==> config.mk <==
export PLATFORM = sky130hd
export DESIGN_NAME = lsb_first_bit_packer_flat
export DESIGN_NICKNAME = d
export VERILOG_FILES = /design/src/rtl/lsbp_pkg.sv /design/src/rtl/lsbp_ifs.sv /design/src/rtl/lsbp_front.sv /design/src/rtl/lsbp_queue.sv /design/src/rtl/lsbp_back.sv /design/src/rtl/lsb_first_bit_packer.sv /design/src/flat_wrapper.sv
export SDC_FILE = /design/constraint.sdc
export NUM_CORES = 1
export LEC_CHECK = 0
export BUFFER_PORTS_ARGS = -buffer_cell sky130_fd_sc_hd__buf_2
export CAP_MARGIN = 0
export CORE_ASPECT_RATIO = 0.7
export CORE_UTILIZATION = 35
export CTS_BUF_LIST = sky130_fd_sc_hd__clkbuf_8
export CTS_CLUSTER_SIZE = 14
export DETAILED_ROUTE_END_ITERATION = 6
export REMOVE_ABC_BUFFERS = 1
export SKIP_CTS_REPAIR_TIMING = 1
export SYNTH_ARGS = -nofsm -noshare
export SYNTH_HDL_FRONTEND = slang
export SYNTH_SLANG_ARGS = --single-unit
==> constraint.sdc <==
create_clock -name clk -period 13.1 [get_ports clk]
set_input_delay 0.655 -clock clk [delete_from_list [all_inputs] [get_ports clk]]
set_output_delay 0.655 -clock clk [all_outputs]
set_load 0.1 [all_outputs]
==> src/rtl/lsbp_pkg.sv <==
// Shared types and constants of the LSB-first bit packer.
`timescale 1ns / 1ps

package lsbp_pkg;

  localparam int DEF_VALUE_WIDTH = 32;
  localparam int WIDTH_BITS      = 6;
  localparam int BYTE_BITS       = 8;
  localparam int JOB_BITS        = 32;
  localparam int PEND_BITS       = 7;
  localparam int CNT_BITS        = 3;
  localparam int QUEUE_DEPTH     = 2;

  localparam logic [WIDTH_BITS-1:0] BIT_WIDTH_RESET = 6'd8;
  localparam logic [WIDTH_BITS-1:0] W_BYTE          = 6'd8;
  localparam logic [WIDTH_BITS-1:0] W_HALF          = 6'd16;
  localparam logic [WIDTH_BITS-1:0] W_WORD          = 6'd32;

  // One request for the emitter: up to four bytes, LSB first.
  typedef struct packed {
    logic [JOB_BITS-1:0] data;
    logic [2:0]          count;
    logic                last;
    logic                err;
  } job_t;

  typedef struct packed {
    logic full;
    logic empty;
  } queue_status_t;

endpackage

==> src/rtl/lsbp_ifs.sv <==
// Valid/ready channel interfaces for values in and bytes out.
`timescale 1ns / 1ps

interface lsbp_in_if #(parameter int VALUE_WIDTH = 32);
  logic                   valid;
  logic                   ready;
  logic [VALUE_WIDTH-1:0] value;
  logic                   last_value;

  modport source (output valid, output value, output last_value, input ready);
  modport sink   (input valid, input value, input last_value, output ready);
endinterface

interface lsbp_out_if;
  logic       valid;
  logic       ready;
  logic [7:0] packed_byte;
  logic       run_end;
  logic       vector_end;
  logic       width_error;

  modport source (output valid, output packed_byte, output run_end,
                  output vector_end, output width_error, input ready);
  modport sink   (input valid, input packed_byte, input run_end,
                  input vector_end, input width_error, output ready);
endinterface

==> src/rtl/lsbp_front.sv <==
// Front end: width register, bit gathering and job building.
`timescale 1ns / 1ps

module lsbp_front
  import lsbp_pkg::*;
#(
  parameter int VALUE_WIDTH = DEF_VALUE_WIDTH
) (
  input  logic                  clk,
  input  logic                  rst,
  input  logic                  cfg_wr_en,
  input  logic [WIDTH_BITS-1:0] cfg_wr_data,
  lsbp_in_if.sink               value_ch,
  input  queue_status_t         qstat,
  output logic                  push,
  output job_t                  push_job
);

  logic [WIDTH_BITS-1:0]  bit_width;
  logic [PEND_BITS-1:0]   pending_bits, pending_bits_next;
  logic [CNT_BITS-1:0]    pending_count, pending_count_next;

  logic [VALUE_WIDTH-1:0] raw;
  logic [JOB_BITS-1:0]    v;
  logic                   accept;
  logic                   narrow, aligned;
  logic [7:0]             mask;
  logic [PEND_BITS-1:0]   vm;
  logic [13:0]            acc;
  logic [3:0]             total, rem;
  logic                   full_byte, flush;

  assign raw            = value_ch.value;
  assign v              = JOB_BITS'(raw);
  assign value_ch.ready = !qstat.full;
  assign accept         = value_ch.valid && value_ch.ready;

  assign narrow  = (bit_width >= 6'd1) && (bit_width <= 6'd7);
  assign aligned = (bit_width == W_BYTE) || (bit_width == W_HALF) || (bit_width == W_WORD);

  always_comb begin
    mask      = (8'd1 << bit_width[2:0]) - 8'd1;
    vm        = v[PEND_BITS-1:0] & mask[PEND_BITS-1:0];
    acc       = {7'd0, pending_bits} | ({7'd0, vm} << pending_count);
    total     = {1'b0, pending_count} + bit_width[3:0];
    full_byte = total >= 4'd8;
    rem       = full_byte ? (total - 4'd8) : total;
    flush     = value_ch.last_value && (rem != 4'd0);

    push_job.last = value_ch.last_value;
    if (narrow) begin
      push_job.data  = {18'd0, acc};
      push_job.count = {2'b00, full_byte} + {2'b00, flush};
      push_job.err   = 1'b0;
      if (flush) begin
        pending_bits_next  = '0;
        pending_count_next = '0;
      end else if (full_byte) begin
        pending_bits_next  = {1'b0, acc[13:8]};
        pending_count_next = rem[2:0];
      end else begin
        pending_bits_next  = acc[PEND_BITS-1:0];
        pending_count_next = rem[2:0];
      end
    end else if (aligned) begin
      push_job.data      = v;
      push_job.count     = bit_width[5:3];
      push_job.err       = 1'b0;
      pending_bits_next  = '0;
      pending_count_next = '0;
    end else begin
      push_job.data      = '0;
      push_job.count     = 3'd1;
      push_job.err       = 1'b1;
      pending_bits_next  = '0;
      pending_count_next = '0;
    end
  end

  // narrow values that complete no byte and flush nothing make no request
  assign push = accept && (push_job.count != 3'd0);

  always_ff @(posedge clk) begin
    if (rst) begin
      bit_width     <= BIT_WIDTH_RESET;
      pending_bits  <= '0;
      pending_count <= '0;
    end else begin
      if (cfg_wr_en) begin
        bit_width <= cfg_wr_data;
      end
      if (accept) begin
        pending_bits  <= pending_bits_next;
        pending_count <= pending_count_next;
      end
    end
  end

endmodule

==> src/rtl/lsbp_queue.sv <==
// Short request queue between front end and byte emitter.
`timescale 1ns / 1ps

module lsbp_queue
  import lsbp_pkg::*;
(
  input  logic          clk,
  input  logic          rst,
  input  logic          push,
  input  job_t          push_job,
  input  logic          pop,
  output job_t          pop_job,
  output queue_status_t qstat
);

  localparam int PTR_BITS = (QUEUE_DEPTH > 1) ? $clog2(QUEUE_DEPTH) : 1;
  localparam int FILL_BITS = $clog2(QUEUE_DEPTH + 1);

  job_t                 mem [QUEUE_DEPTH];
  logic [PTR_BITS-1:0]  wr_ptr, rd_ptr;
  logic [FILL_BITS-1:0] fill;

  assign qstat.full  = fill == FILL_BITS'(QUEUE_DEPTH);
  assign qstat.empty = fill == '0;
  assign pop_job     = mem[rd_ptr];

  always_ff @(posedge clk) begin
    if (push) begin
      mem[wr_ptr] <= push_job;
    end
  end

  always_ff @(posedge clk) begin
    if (rst) begin
      wr_ptr <= '0;
      rd_ptr <= '0;
      fill   <= '0;
    end else begin
      if (push) begin
        wr_ptr <= (wr_ptr == PTR_BITS'(QUEUE_DEPTH - 1)) ? '0 : wr_ptr + 1'b1;
      end
      if (pop) begin
        rd_ptr <= (rd_ptr == PTR_BITS'(QUEUE_DEPTH - 1)) ? '0 : rd_ptr + 1'b1;
      end
      if (push && !pop) begin
        fill <= fill + 1'b1;
      end else if (pop && !push) begin
        fill <= fill - 1'b1;
      end
    end
  end

endmodule

==> src/rtl/lsbp_back.sv <==
// Emitter: walks each request into the output register one byte a cycle if ready.
`timescale 1ns / 1ps

module lsbp_back
  import lsbp_pkg::*;
(
  input  logic          clk,
  input  logic          rst,
  input  queue_status_t qstat,
  input  job_t          pop_job,
  output logic          pop,
  lsbp_out_if.source    byte_ch
);

  logic [JOB_BITS-1:0] jdata;
  logic [2:0]          jleft;
  logic                jlast, jerr, jvalid;
  logic                load_out, final_byte;

  assign load_out   = jvalid && (!byte_ch.valid || byte_ch.ready);
  assign final_byte = load_out && (jleft == 3'd1);
  assign pop        = !qstat.empty && (!jvalid || final_byte);

  always_ff @(posedge clk) begin
    if (rst) begin
      jvalid        <= 1'b0;
      byte_ch.valid <= 1'b0;
    end else begin
      if (pop) begin
        jvalid <= 1'b1;
      end else if (final_byte) begin
        jvalid <= 1'b0;
      end
      if (load_out) begin
        byte_ch.valid <= 1'b1;
      end else if (byte_ch.ready) begin
        byte_ch.valid <= 1'b0;
      end
    end
  end

  always_ff @(posedge clk) begin
    if (pop) begin
      jdata <= pop_job.data;
      jleft <= pop_job.count;
      jlast <= pop_job.last;
      jerr  <= pop_job.err;
    end else if (load_out) begin
      jdata <= jdata >> BYTE_BITS;
      jleft <= jleft - 3'd1;
    end
    if (load_out) begin
      byte_ch.packed_byte <= jdata[BYTE_BITS-1:0];
      byte_ch.run_end     <= jleft == 3'd1;
      byte_ch.vector_end  <= (jleft == 3'd1) && jlast;
      byte_ch.width_error <= jerr;
    end
  end

endmodule

==> src/rtl/lsb_first_bit_packer.sv <==
// Top level of the LSB-first variable-width bit packer.
// Packs each value at the configured width, LSB first, into a byte stream.
// Widths 1 to 7 gather bits across values and emit a byte per eight bits; a
// value flagged last_value flushes a partial byte with zero upper bits.
// Widths 8, 16 and 32 give one, two or four little-endian bytes per value;
// any other width gives a single zero byte with width_error set. The output
// channel carries one byte a cycle while the receiver is ready; a narrow
// value that completes no byte and flushes none makes no request. The
// front end takes a value every cycle while the two-entry request queue
// has room; a request passes the queue and the emitter's job register
// before its first byte reaches the output register. bit_width resets to
// 8, must be written only while the block is idle; nothing enforces it.
`timescale 1ns / 1ps

module lsb_first_bit_packer
  import lsbp_pkg::*;
#(
  parameter int VALUE_WIDTH = DEF_VALUE_WIDTH
) (
  input  logic                  clk,
  input  logic                  rst,
  input  logic                  cfg_wr_en,
  input  logic [WIDTH_BITS-1:0] cfg_wr_data,
  lsbp_in_if.sink               value_ch,
  lsbp_out_if.source            byte_ch
);

  // request path front -> queue -> emitter
  job_t          push_job, pop_job;
  logic          push, pop;
  queue_status_t qstat;

  // front: holds bit_width and pending bits, one request per value at most
  lsbp_front #(
    .VALUE_WIDTH (VALUE_WIDTH)
  ) u_front (
    .clk         (clk),
    .rst         (rst),
    .cfg_wr_en   (cfg_wr_en),
    .cfg_wr_data (cfg_wr_data),
    .value_ch    (value_ch),
    .qstat       (qstat),
    .push        (push),
    .push_job    (push_job)
  );

  // queue: decouples acceptance from byte emission
  lsbp_queue u_queue (
    .clk      (clk),
    .rst      (rst),
    .push     (push),
    .push_job (push_job),
    .pop      (pop),
    .pop_job  (pop_job),
    .qstat    (qstat)
  );

  // back: one byte a cycle, while not stalled, into the registered output
  lsbp_back u_back (
    .clk     (clk),
    .rst     (rst),
    .qstat   (qstat),
    .pop_job (pop_job),
    .pop     (pop),
    .byte_ch (byte_ch)
  );

endmodule

==> src/flat_wrapper.sv <==
// flat-port wrapper written by rule: the top's interface ports become plain ports
module lsb_first_bit_packer_flat import lsbp_pkg::*;
#(
  parameter int VALUE_WIDTH = DEF_VALUE_WIDTH
)
  (clk, rst, cfg_wr_en, cfg_wr_data, value_ch_valid, value_ch_value, value_ch_last_value, value_ch_ready, byte_ch_valid, byte_ch_packed_byte, byte_ch_run_end, byte_ch_vector_end, byte_ch_width_error, byte_ch_ready);
  lsbp_in_if #(.VALUE_WIDTH(VALUE_WIDTH)) value_ch_i ();
  lsbp_out_if byte_ch_i ();
  input  logic clk;
  input  logic rst;
  input  logic cfg_wr_en;
  input  logic [WIDTH_BITS-1:0] cfg_wr_data;
  input wire logic [$bits(value_ch_i.valid)-1:0] value_ch_valid;
  input wire logic [$bits(value_ch_i.value)-1:0] value_ch_value;
  input wire logic [$bits(value_ch_i.last_value)-1:0] value_ch_last_value;
  output wire logic [$bits(value_ch_i.ready)-1:0] value_ch_ready;
  output wire logic [$bits(byte_ch_i.valid)-1:0] byte_ch_valid;
  output wire logic [$bits(byte_ch_i.packed_byte)-1:0] byte_ch_packed_byte;
  output wire logic [$bits(byte_ch_i.run_end)-1:0] byte_ch_run_end;
  output wire logic [$bits(byte_ch_i.vector_end)-1:0] byte_ch_vector_end;
  output wire logic [$bits(byte_ch_i.width_error)-1:0] byte_ch_width_error;
  input wire logic [$bits(byte_ch_i.ready)-1:0] byte_ch_ready;
  assign value_ch_i.valid = value_ch_valid;
  assign value_ch_i.value = value_ch_value;
  assign value_ch_i.last_value = value_ch_last_value;
  assign value_ch_ready = value_ch_i.ready;
  assign byte_ch_valid = byte_ch_i.valid;
  assign byte_ch_packed_byte = byte_ch_i.packed_byte;
  assign byte_ch_run_end = byte_ch_i.run_end;
  assign byte_ch_vector_end = byte_ch_i.vector_end;
  assign byte_ch_width_error = byte_ch_i.width_error;
  assign byte_ch_i.ready = byte_ch_ready;
  lsb_first_bit_packer #(.VALUE_WIDTH(VALUE_WIDTH)) u_core (.clk(clk), .rst(rst), .cfg_wr_en(cfg_wr_en), .cfg_wr_data(cfg_wr_data), .value_ch(value_ch_i), .byte_ch(byte_ch_i));
endmodule
==> qor.csv <==
stage;metric;value;unit
global_route;grtUsageMet3;0.0333;
synth;synth_area_leader_cell;edfxtp_1;
sta;worst_pin_slew;925;ps
sta;setup_tns;0;ps
power;power.density;213;nW/um^2
final_layout;final_nets;602;
sta;fmax;269;MHz
final_layout;drive_gt1_frac;0.192;
clocking;cts_tree;yes;
job;max_cap_viol_count;0;
detailed_routing;drtIter0Drc;380;
global_route;grt_pass1_vias;3746;
sta;finalCritPeriodShare;0.284;
worst_setup_path;path_cells;clkinv_1, fa_1, inv_1, o31a_1, ha_1, nor3_1, nor2_1, ha_1, or3_1, a21oi_1;
synth;yosysSeqAreaShare;0.649;
power;p_clk_frac;0.225;
sta;skew;13.4;ps
power;p_seq_frac;0.475;
clocking;ctsRootBufferMaster;clkbuf_8;
detailed_routing;drtAntennaViolNets;0;
worst_setup_path;worstSetupPathType;flip-flop to flip-flop;
outcome;outcome;complete, no violations;
detailed_routing;wl_per_cell;17.4;microns
sta;finalCriticalPeriod;3720;ps
clocking;htreeDepth;4;
die;std_cell_rows;40;
worst_setup_path;critPathArrivalTime;4100;ps
synth;ys_ff_latch;145;
worst_setup_path;path_delay_family;adder cells;
worst_setup_path;path_max_fanout;16;
synth;avgSynthCellArea;12.7;sq um
detailed_routing;wl;13.8;mm
clocking;clkSinkCount;145;
min_path;hold_class;primary input to flip-flop;
sta;relSlewSlack;0.378;
power;comb_power_share;0.300;
worst_setup_path;startpoint_type;flip-flop;
clocking;clock_latency;440;ps
placement;placed_area;6830;sq um
sta;finalSetupViolCount;0;
sta;slew_viol_final;0;
synth;ys_warn_count;0;
global_route;grt_use_total;0.153;
placement;dp_hpwl;9.13;mm
die;coreArea;17500;sq um
worst_setup_path;end_kind;flip-flop;
global_route;grt_max_degree;66;
global_route;grt.busiest_layer;met1;
synth;synthFlopType;edfxtp_1;
worst_setup_path;crit_path_top_delay_cell;dfxtp_1;
die;start_util;0.364;
global_route;met1_usage;0.228;
detailed_routing;first_pass_iters;5;
global_route;grt_remaining_overflow;0;
synth;ys_types;59;
synth;synth-edff-count;122;
die;die_x;163;microns
placement;io_buffer_count;56;
synth;synth_top_area_frac;0.577;
worst_setup_path;cp_num_buf_inv;2;
placement;place.gp.congestion;0.825;
power;p_int;0.967;mW
global_route;antenna_found_initial;0;
detailed_routing;drc;0;
detailed_routing;vias_per_cell;5.15;
sta;grt_setup_unrepaired;false;
worst_setup_path;cpPeakStageDelay;670;ps
power;leakage;2.63;nW
die;die-area;18700;sq um
synth;netlist_area;6350;sq um
clocking;clkTransAtPathRegs;90;ps
global_route;grt.met2_usage;0.222;
power;switchingPower;0.566;mW
worst_setup_path;cp_data_required_time;13470;ps
final_layout;final_area;7210;sq um
clocking;cts_made_buffers;17;
die;die_height;115;microns
final_layout;syn_to_final_growth;13.6;%
synth;async_flop_share;0;
die;ioPinCount;57;
clocking;cts_buffer_depth;2;
synth;synth_area_leaders;edfxtp_1, dfxtp_1, mux2i_1, o21ai_0, nand2_1;
power;ir_worst_vdd;0.217;mV
worst_setup_path;crit_top_cell;ha_1;
global_route;grt_first_pass_wirelength;21.2;mm
final_layout;layout_common_cells;edfxtp_1, buf_2, nand2_1;
sta;hold_viol;0;
power;sw_frac_of_total;0.369;
synth;postSynthCellCount;502;
final_layout;final_common_cell;edfxtp_1;
final_layout;n_antenna_cell;0;
detailed_routing;num_vias;4081;
-- synth_stat cells (all sizes together), types with 4 or more instances --
library cell  count
inv               9
and2              7
clkbuf           26
a32o              5
or3               4
a211oi            5
nand2b            5
mux2i            39
xor2              6
a21oi            18
and3             22
dfxtp            23
o22ai             4
nand3             7
ha                8
buf               7
edfxtp          122
a32oi             4
nand3b            4
xnor2             4
nand2            47
o21ai            42
nor2b             4
nor2             37
nor3              5
-- flip-flops by register name, indices dropped and copies added (netlist names), named ones only --
register	flops
u_core.u_back.byte_ch.valid	1
u_core.u_back.byte_ch.packed_byte	8
u_core.u_front.pending_bits	7
u_core.u_queue.wr_ptr	1
u_core.u_queue.fill	2
u_core.u_back.jdata	32
u_core.u_front.bit_width	6
u_core.u_back.byte_ch.vector_end	1
u_core.u_front.pending_count	3
u_core.u_queue.rd_ptr	1
u_core.u_back.jleft	3
u_core.u_back.jlast	1
u_core.u_back.jvalid	1
u_core.u_back.byte_ch.width_error	1
u_core.u_back.jerr	1
u_core.u_back.byte_ch.run_end	1
u_core.u_queue.mem	74
-- worst paths after layout --
kind | slack (ps) | to | cells after the start | from
hold reg to reg | 420 | u_core.u_back.byte_ch.packed_byte[2] | 0 | u_core.u_back.jdata[2]
setup / recovery | 9380 | u_core.u_queue.fill[1] | 10 | u_core.u_front.pending_count[1]
setup reg to reg | 9380 | u_core.u_queue.fill[1] | 10 | u_core.u_front.pending_count[1]
hold / removal | 420 | u_core.u_front.bit_width[3] | 2 | cfg_wr_data[3]
-- power groups by stage --
| stage | combinational (mW) | clock (mW) | sequential [mW] |
|---|---|---|---|
| after floorplan | 0.242 | 0 | 0.839 |
| after global placement | 0.458 | 0 | 0.736 |
| after detailed placement | 0.467 | 0 | 0.740 |
| after CTS | 0.469 | 0.354 | 0.730 |
| after global routing | 0.509 | 0.370 | 0.742 |
| final | 0.459 | 0.345 | 0.729 |
-- kinds of logic (layout without fill, tap and decap cells) --
family          Yosys count  after routing  synth area share
mux                      42             42            0.0668
fa+ha+maj                 9              9            0.0189
simple gates            151            151             0.122
xor+xnor                 10             10            0.0138
flops                   145            145             0.649
compound gates          101            101             0.100
buf+inv                  44            104            0.0294
-- worst reg2reg max path, delay by kind of cell, from the launching register on --
| kind | cells | cell delay [ps] |
|---|---|---|
| and+or+nand+nor | 3 | 770 |
| DFF | 1 | 670 |
| buffers and inverters | 2 | 490 |
| adders and majority gates | 3 | 1300 |
| AOI/OAI and AO/OA | 2 | 430 |
-- per-layer routing --
| layer | part of all wire | up-vias |
|---|---|---|
| met1 | 0.49 | 1963 |
| met2 | 0.44 | 144 |
| met4 | 0.011 | 0 |
| met3 | 0.057 | 16 |
| li1 | - | 1958 |
| met5 | 0 | - |
-- cell type report --
type / count / area [sq um]
Clock buffer: 17 / 234
Clock inverter: 15 / 149
Fill cell: 1640 / 10300
Inverter: 11 / 41.3
Multi-Input combinational cell: 313 / 2060
Sequential cell: 145 / 4130
Tap cell: 231 / 289
Timing Repair Buffer: 61 / 318
-- metrics by stage --
step                setup WS (ps)   util  hold WS (ps)  power (mW)  instances
floorplan                    7970      -           400        1.08        469
global placement             9490  0.391           405        1.19        761
detailed placement           9430  0.391           405        1.21        761
CTS                          9410  0.413           396        1.55        793
global route                 9190  0.413           404        1.62        793
finish                       9380  0.413           420        1.53        793
Note: power is estimated with default switching activity, not from simulation.
